### src/tpwm_pkg.sv
// Shared constants for the three-phase center-aligned PWM timer.
// Holds default parameters, field widths, operation codes and register indexes.
// No dependencies.
`default_nettype none

package tpwm_pkg;

    // Default parameter values.
    localparam int unsigned DUTY_FULL_SCALE = 1000;
    localparam int unsigned COUNTER_BITS    = 16;

    // Smallest effective counter peak.
    localparam int unsigned PERIOD_MIN = 2;

    // Fixed field widths.
    localparam int unsigned DUTY_REQ_W = 16;
    localparam int unsigned PERIOD_W   = 16;
    localparam int unsigned DUTY_CFG_W = 10;
    localparam int unsigned COUNT_W    = 16;
    localparam int unsigned CFG_IDX_W  = 2;
    localparam int unsigned CFG_DATA_W = 16;

    // Number of phases.
    localparam int unsigned NUM_PHASES = 3;

    // Request operation codes.
    typedef enum logic {
        OP_TICK     = 1'b0,
        OP_SET_DUTY = 1'b1
    } t_op;

    // Configuration register indexes.
    typedef enum logic [CFG_IDX_W-1:0] {
        CFG_PERIOD_TOP   = 2'd0,
        CFG_DUTY_FLOOR   = 2'd1,
        CFG_DUTY_CEILING = 2'd2,
        CFG_ADC_ENABLE   = 2'd3
    } t_cfg_idx;

endpackage

`default_nettype wire

### src/three_phase_center_aligned_pwm.sv
// Top level of the three-phase center-aligned PWM timer.
// Depends on tpwm_pkg for constants, operation codes and register indexes.
`default_nettype none

// The block takes one request in every clock cycle while not stalled and returns
// one result for each, loaded into an output register on acceptance. A tick request
// advances the up/down counter by one; a duty-set request clamps three duty
// requests and stores each one's product with the current effective peak as a
// preload. Phase outputs are worked out by comparing the scaled count against
// these products, so no divider is needed. The input stalls only while a
// finished result waits in the output register and the receiver stalls it;
// while the receiver takes results, the sustained rate is one request per cycle, set by
// the single output register stage. Configuration writes are always accepted.
module three_phase_center_aligned_pwm #(
    parameter int unsigned DUTY_FULL_SCALE = tpwm_pkg::DUTY_FULL_SCALE,
    parameter int unsigned COUNTER_BITS    = tpwm_pkg::COUNTER_BITS
) (
    input  wire logic                             i_clk,
    input  wire logic                             i_rst_n,
    // Request channel.
    input  wire logic                             i_valid,
    output logic                                  o_stall,
    input  wire logic                             i_op,
    input  wire logic [tpwm_pkg::DUTY_REQ_W-1:0]  i_duty_a,
    input  wire logic [tpwm_pkg::DUTY_REQ_W-1:0]  i_duty_b,
    input  wire logic [tpwm_pkg::DUTY_REQ_W-1:0]  i_duty_c,
    // Result channel.
    output logic                                  o_valid,
    input  wire logic                             i_stall,
    output logic                                  o_pwm_a,
    output logic                                  o_pwm_b,
    output logic                                  o_pwm_c,
    output logic                                  o_adc_trigger,
    output logic                                  o_update_event,
    output logic [tpwm_pkg::COUNT_W-1:0]          o_count_value,
    output logic                                  o_counting_down,
    // Configuration write channel.
    input  wire logic                             i_cfg_valid,
    output logic                                  o_cfg_ready,
    input  wire logic [tpwm_pkg::CFG_IDX_W-1:0]   i_cfg_index,
    input  wire logic [tpwm_pkg::CFG_DATA_W-1:0]  i_cfg_data
);

    localparam int unsigned CB    = COUNTER_BITS;
    localparam int unsigned FS    = DUTY_FULL_SCALE;
    localparam int unsigned NPH   = tpwm_pkg::NUM_PHASES;
    // Peak width: the peak register is 16 bits and the counter may be narrower.
    localparam int unsigned PW    = (CB < tpwm_pkg::PERIOD_W) ? CB : tpwm_pkg::PERIOD_W;
    // A clamped duty never exceeds the larger of full scale and a 10-bit register.
    localparam int unsigned DMAX  = (FS > 1023) ? FS : 1023;
    localparam int unsigned DW    = $clog2(DMAX + 1);
    localparam int unsigned FSW   = $clog2(FS + 1);
    localparam int unsigned PRODW = DW + PW;
    localparam int unsigned SCLW  = CB + 1 + FSW;
    localparam int unsigned CMPW  = (SCLW > PRODW) ? SCLW : PRODW;

    localparam logic [CB-1:0] CNT_MAX = '1;
    localparam logic [tpwm_pkg::PERIOD_W-1:0] PEAK_LIMIT =
        tpwm_pkg::PERIOD_W'((64'd1 << PW) - 64'd1);
    localparam logic [tpwm_pkg::PERIOD_W-1:0] PEAK_MIN =
        tpwm_pkg::PERIOD_W'(tpwm_pkg::PERIOD_MIN);

    // Configuration registers.
    logic [tpwm_pkg::PERIOD_W-1:0]   r_period_top;
    logic [tpwm_pkg::DUTY_CFG_W-1:0] r_duty_floor;
    logic [tpwm_pkg::DUTY_CFG_W-1:0] r_duty_ceiling;
    logic                            r_adc_enable;

    // Timer state. Compares are kept as duty times peak, scaled by full scale.
    logic [CB-1:0]    r_counter;
    logic             r_dir_down;
    logic [PRODW-1:0] r_preload [NPH];
    logic [PRODW-1:0] r_active  [NPH];

    // Output register.
    logic                         r_valid;
    logic [NPH-1:0]               r_pwm;
    logic                         r_adc;
    logic                         r_upd;
    logic [tpwm_pkg::COUNT_W-1:0] r_count;
    logic                         r_down;

    // Next values.
    logic [CB-1:0]    n_counter;
    logic             n_dir_down;
    logic             n_turn;
    logic             n_adc;
    logic [PRODW-1:0] n_preload [NPH];
    logic [PRODW-1:0] n_active  [NPH];
    logic [NPH-1:0]   n_pwm;

    logic                          in_accept;
    logic [tpwm_pkg::PERIOD_W-1:0] peak_raw;
    logic [PW-1:0]                 peak;
    logic [CB:0]                   count_inc;
    logic [CMPW-1:0]               count_scaled;
    logic [tpwm_pkg::DUTY_REQ_W-1:0] duty_req [NPH];

    // Saturate a duty request at full scale and clamp nonzero ones into range.
    function automatic logic [DW-1:0] clamp_duty(
        input logic [tpwm_pkg::DUTY_REQ_W-1:0] req,
        input logic [tpwm_pkg::DUTY_CFG_W-1:0] floor_d,
        input logic [tpwm_pkg::DUTY_CFG_W-1:0] ceil_d
    );
        logic [DW-1:0] d;
        d = (req > tpwm_pkg::DUTY_REQ_W'(FS)) ? DW'(FS) : DW'(req);
        if (d != '0) begin
            if (d < DW'(floor_d)) begin
                d = DW'(floor_d);
            end else if (d > DW'(ceil_d)) begin
                d = DW'(ceil_d);
            end
        end
        return d;
    endfunction

    // True when the request is a timer tick.
    function automatic logic op_is_tick(input logic op);
        return tpwm_pkg::t_op'(op) == tpwm_pkg::OP_TICK;
    endfunction

    // A request is taken unless a result is waiting and stalled.
    assign o_stall     = r_valid && i_stall;
    assign in_accept   = i_valid && !o_stall;
    assign o_cfg_ready = 1'b1;

    assign duty_req[0] = i_duty_a;
    assign duty_req[1] = i_duty_b;
    assign duty_req[2] = i_duty_c;

    // Effective peak: raised to the minimum and limited to the counter range.
    always_comb begin
        peak_raw = r_period_top;
        if (peak_raw < PEAK_MIN) begin
            peak_raw = PEAK_MIN;
        end
        if (peak_raw > PEAK_LIMIT) begin
            peak_raw = PEAK_LIMIT;
        end
        peak = PW'(peak_raw);
    end

    // Counter step, turn detection and preload handling.
    always_comb begin
        n_counter  = r_counter;
        n_dir_down = r_dir_down;
        n_turn     = 1'b0;
        n_adc      = 1'b0;
        count_inc  = {1'b0, r_counter} + 1'b1;
        for (int k = 0; k < NPH; k++) begin
            n_preload[k] = PRODW'(clamp_duty(duty_req[k], r_duty_floor, r_duty_ceiling))
                         * PRODW'(peak);
            n_active[k]  = r_active[k];
        end
        if (op_is_tick(i_op)) begin
            if (!r_dir_down) begin
                if (count_inc >= (CB + 1)'(peak)) begin
                    n_counter = CB'(peak);
                    n_turn    = 1'b1;
                    n_adc     = r_adc_enable;
                end else begin
                    n_counter = CB'(count_inc);
                end
            end else begin
                if (r_counter <= CB'(1)) begin
                    n_counter = '0;
                    n_turn    = 1'b1;
                end else begin
                    n_counter = r_counter - 1'b1;
                end
            end
            if (n_turn) begin
                n_dir_down = !r_dir_down;
                for (int k = 0; k < NPH; k++) begin
                    n_active[k] = r_preload[k];
                end
            end
        end
    end

    // Phase levels: count < floor(prod / FS) iff (count + 1) * FS <= prod,
    // except at the counter's top value, where the compare saturates.
    always_comb begin
        count_scaled = CMPW'({1'b0, n_counter} + 1'b1) * CMPW'(FS);
        for (int k = 0; k < NPH; k++) begin
            n_pwm[k] = (n_counter != CNT_MAX) && (count_scaled <= CMPW'(n_active[k]));
        end
    end

    // Configuration writes.
    always_ff @(posedge i_clk) begin
        if (!i_rst_n) begin
            r_period_top   <= tpwm_pkg::PERIOD_W'(1000);
            r_duty_floor   <= '0;
            r_duty_ceiling <= tpwm_pkg::DUTY_CFG_W'(1000);
            r_adc_enable   <= 1'b0;
        end else if (i_cfg_valid) begin
            case (tpwm_pkg::t_cfg_idx'(i_cfg_index))
                tpwm_pkg::CFG_PERIOD_TOP:   r_period_top   <= i_cfg_data;
                tpwm_pkg::CFG_DUTY_FLOOR:   r_duty_floor   <= i_cfg_data[tpwm_pkg::DUTY_CFG_W-1:0];
                tpwm_pkg::CFG_DUTY_CEILING: r_duty_ceiling <= i_cfg_data[tpwm_pkg::DUTY_CFG_W-1:0];
                tpwm_pkg::CFG_ADC_ENABLE:   r_adc_enable   <= i_cfg_data[0];
                default: ;
            endcase
        end
    end

    // Timer state update on each accepted request.
    always_ff @(posedge i_clk) begin
        if (!i_rst_n) begin
            r_counter  <= '0;
            r_dir_down <= 1'b0;
            for (int k = 0; k < NPH; k++) begin
                r_preload[k] <= '0;
                r_active[k]  <= '0;
            end
        end else if (in_accept) begin
            r_counter  <= n_counter;
            r_dir_down <= n_dir_down;
            for (int k = 0; k < NPH; k++) begin
                r_active[k] <= n_active[k];
                if (!op_is_tick(i_op)) begin
                    r_preload[k] <= n_preload[k];
                end
            end
        end
    end

    // Output register: loads on acceptance, empties when the result is taken.
    always_ff @(posedge i_clk) begin
        if (!i_rst_n) begin
            r_valid <= 1'b0;
        end else if (in_accept) begin
            r_valid <= 1'b1;
        end else if (!i_stall) begin
            r_valid <= 1'b0;
        end
    end

    always_ff @(posedge i_clk) begin
        if (in_accept) begin
            r_pwm   <= n_pwm;
            r_adc   <= n_adc;
            r_upd   <= n_turn;
            r_count <= tpwm_pkg::COUNT_W'(n_counter);
            r_down  <= n_dir_down;
        end
    end

    assign o_valid         = r_valid;
    assign o_pwm_a         = r_pwm[0];
    assign o_pwm_b         = r_pwm[1];
    assign o_pwm_c         = r_pwm[2];
    assign o_adc_trigger   = r_adc;
    assign o_update_event  = r_upd;
    assign o_count_value   = r_count;
    assign o_counting_down = r_down;

`ifndef ASSERT_OFF
    // An ADC trigger only comes with a peak turn, after which the count runs down.
    a_adc_at_peak: assert property (@(posedge i_clk) disable iff (!i_rst_n)
        o_valid && o_adc_trigger |-> o_update_event && o_counting_down)
        else $error("ADC trigger without a peak turn");

    // A valley turn leaves the counter at zero.
    a_valley_zero: assert property (@(posedge i_clk) disable iff (!i_rst_n)
        o_valid && o_update_event && !o_counting_down |-> o_count_value == '0)
        else $error("valley turn with nonzero count");

    // Every turn flips the counting direction.
    a_turn_flips: assert property (@(posedge i_clk) disable iff (!i_rst_n)
        in_accept && n_turn |=> r_dir_down != $past(r_dir_down))
        else $error("turn did not flip direction");

    // A duty-set request leaves the counter and direction alone.
    a_set_holds: assert property (@(posedge i_clk) disable iff (!i_rst_n)
        in_accept && !op_is_tick(i_op) |=>
            $stable(r_counter) && $stable(r_dir_down))
        else $error("duty-set request moved the counter");
`endif

endmodule

`default_nettype wire

### config.mk
export PLATFORM = sky130hd
export DESIGN_NAME = three_phase_center_aligned_pwm
export DESIGN_NICKNAME = d
export VERILOG_FILES = /design/src/tpwm_pkg.sv /design/src/three_phase_center_aligned_pwm.sv
export SDC_FILE = /design/constraint.sdc
export NUM_CORES = 2
export LEC_CHECK = 0
export BUFFER_PORTS_ARGS = -buffer_cell sky130_fd_sc_hd__clkbuf_2
export CORE_MARGIN = 2
export CORE_UTILIZATION = 40
export DETAILED_ROUTE_END_ITERATION = 12
export PLACE_DENSITY = 0.64
export SLEW_MARGIN = 15
export SYNTH_ARGS = -nofsm -noshare
export SYNTH_HDL_FRONTEND = slang
export SYNTH_SLANG_ARGS = --single-unit
### constraint.sdc
create_clock -name i_clk -period 12.3 [get_ports i_clk]
set_input_delay 2.46 -clock i_clk [delete_from_list [all_inputs] [get_ports i_clk]]
set_output_delay 2.46 -clock i_clk [all_outputs]
set_load 0.005 [all_outputs]
==> impl_metrics.toml <==
[timing]
rsz0062_at_grt = "false"
finalCriticalPeriod_ps = 10940
hold_viol_final = 0
slew_headroom = 0.243
fmax_mhz = 91.4
worst_pin_slew_ps = 1140
fin_setup_tns_ps = 0
final_max_slew_viol_count = 0
fin_skew_ps = 32.5
setup_viol = 0
hold_ws_ps = 463
fin_crit_sh = 0.890

[logic_synthesis]
seq_area_frac_synth = 0.197
synth-xor-area-share = 0.0334
netlist_instances = 3602
postSynthAreaPerCell_um2 = 9.10
synth_nets = 4437
yosysWarnings = 0
synth_top_family_by_area = "adder cells"
ys_top_cells_by_area = "fa_1 23%, edfxtp_1 16%, ha_1 15%, inv_1 5.2%, nor2_1 4.0%"
synthesis.area_um2 = 32800
ys_ff_latch = 233
synthMuxAreaShare = 0.0332
async_flop_share = 0
yosys.area.top_type_share = 0.233
synth_fa_ha_area_frac = 0.379
synth_compound_area_frac = 0.100
synth_largest_area_cell = "fa_1"
ys_types = 95
ys.flop_type = "edfxtp_1"
synth-simple-area-share = 0.184
synth.most_common_cell = "inv_1"
synthTopCellsByCount = "457 x inv_1, 382 x fa_1, 381 x ha_1"
synth_edf_count = 178

[placement]
hpwl_mm = 70.2
dp_cells = 4662
place.gp.congestion = 0.895
port_buffers = 95

[clocking]
cts_tree = "yes"
post_cts_hold_buffer_count = 0
cts_root_buffer = "clkbuf_16"
clock_latency_ps = 610
postCtsSetupBuffers = 0
clock-sinks = 233
clkTransAtPathRegs_ps = 60
cts.path.max_buffers = 3
cts_resized = 0
htreeDepth = 1
numCtsBuffers = 29

[grt]
gr-total-overflow = 0
grt_use_met3 = 0.0268
grt-busiest-layer = "met2"
use_met2 = 0.344
grt_max_degree = 93
grt_pass1_wl_mm = 144
grt_pass1_vias = 25600
grt_usage = 0.213
antenna_found_initial = 1
use_met1 = 0.303

[drt]
vias_per_cell = 5.41
ant_nets = 0
drc = 0
drt_iter0_markers = 1622
vias = 25500
wirelength_mm = 89.4
drt_first_pass_iters = 5
wl_per_cell_um = 19.0

[hold_path]
min_path_cells = 2
min_from = "r_period_top[0]$_SDFFE_PN0P_"
min_to = "r_period_top[0]$_SDFFE_PN0P_"
min_path_type = "reg2reg"

[layout]
area_growth_pct = 8.08
num-fill-cells = 7718
final_core_util = 0.439
nNetsFinal = 4468
final_layout_size_suffix_gt1_frac = 0.0774
fin_cells = 4717

[critical_path]
worstPathRequired_ps = 12640
start_kind = "primary input"
cp.arrival_ps = 11280
crit_type = "in2reg"
worst_setup_path_end_kind = "flop"
r2r-start = "r_counter[0]$_SDFFE_PN0P_"
slowest_stage = "o41ai_1"
rrSetupSlack_ps = 1400
regToRegEndpoint = "r_pwm[2]$_DFFE_PP_"
path_max_fanout = 18
max_stage_delay_ps = 690
cp_common_cell = "fa_1"
reg2regPathDepth = 36

[floorplanning]
die_w_um = 290
num_rows = 104
die_area_um2 = 84300
io-pin-count = 97
start_util = 0.406
die_y_um = 290
core_area_um2 = 80800

[status]
status = "finished clean"

[job]
maxCapViolCount = 0
[cells by family after synthesis]
| kind of cell | Yosys count |
|---|---|
| and+or+nand+nor | 1260 |
| other | 1 |
| muxes | 108 |
| buffers and inverters | 630 |
| xor gates and xnor gates | 119 |
| DFF | 233 |
| adders and majority gates | 763 |
| AOI/OAI and AO/OA | 488 |
[area by class of cell]
type                            instances  area [µm²]  area share
Multi-Input combinational cell       2739       24000       0.676
Sequential cell                       233        6450       0.182
Inverter                              464        1750      0.0493
Tap cell                             1060        1330      0.0374
Timing Repair Buffer                  166        1010      0.0285
Clock buffer                           34         744      0.0210
Clock inverter                         20         193     0.00544
Antenna cell                            1        2.50   0.0000706
[how the worst max path moves through the flow]
| stage | slack [ps] | from | depth (start not counted) | to |
|---|---|---|---|---|
| finish | 1360 | i_duty_a[0] | 32 | r_preload[0][25]$_SDFFCE_PN0P_ |
| global route | 440 | r_counter[0]$_SDFFE_PN0P_ | 36 | r_pwm[2]$_DFFE_PP_ |
| CTS | 1490 | i_duty_a[0] | 32 | r_preload[0][25]$_SDFFCE_PN0P_ |
| detailed placement | 870 | i_duty_a[0] | 32 | r_preload[0][25]$_SDFFCE_PN0P_ |
| global placement | 1110 | i_duty_a[0] | 32 | r_preload[0][25]$_SDFFCE_PN0P_ |
| floorplan | 1800 | i_duty_a[13] | 33 | r_preload[0][22]$_SDFFCE_PN0P_ |
[cells in the final DEF, fill, tap and decap left out, types with 33 or more instances in the layout]
cell      instances
nor3_1           58
o211ai_1         33
a21oi_1         136
inv_1           457
ha_1            381
a21o_1           64
nand2_1         338
fa_1            382
buf_4            71
dfxtp_1          55
xor2_1           41
o21ai_0          69
edfxtp_1        178
clkbuf_2         95
nor2_1          351
mux2i_1         103
xnor2_1          74
nor2b_1          50
and2_1          109
nand3_1         151
[sequential cells by signal, summed over array words and instances, names as in the netlist]
| name | flops |
|---|---|
| r_adc_enable | 1 |
| o_count_value | 16 |
| o_update_event | 1 |
| o_adc_trigger | 1 |
| r_duty_ceiling | 10 |
| r_counter | 16 |
| o_valid | 1 |
| r_preload | 78 |
| r_pwm | 3 |
| r_duty_floor | 10 |
| r_period_top | 16 |
| o_counting_down | 1 |
| r_active | 78 |
| r_dir_down | 1 |
[metrics by stage]
step	instance area, µm²	setup WS (ps)
final	35400	1360
after global routing	35400	440
after CTS	35400	1490
after detailed placement	34500	871
after global placement	34500	1110
after floorplan	32800	1800
[routing by layer]
metal	routed length, µm	up-vias
met2	40600	832
met3	5420	123
li1	-	12100
met4	2150	0
met5	0	-
met1	41200	12400
[worst max-delay path, delay by kind of cell]
family	cells	cell delay, ps
compound gates	13	3460
fa+ha+maj	7	2920
buf+inv	6	770
mux	1	370
simple gates	5	1270
Power is not shown: default switching activity piles up to over one toggle a cycle in this logic, so the estimate is an artifact.
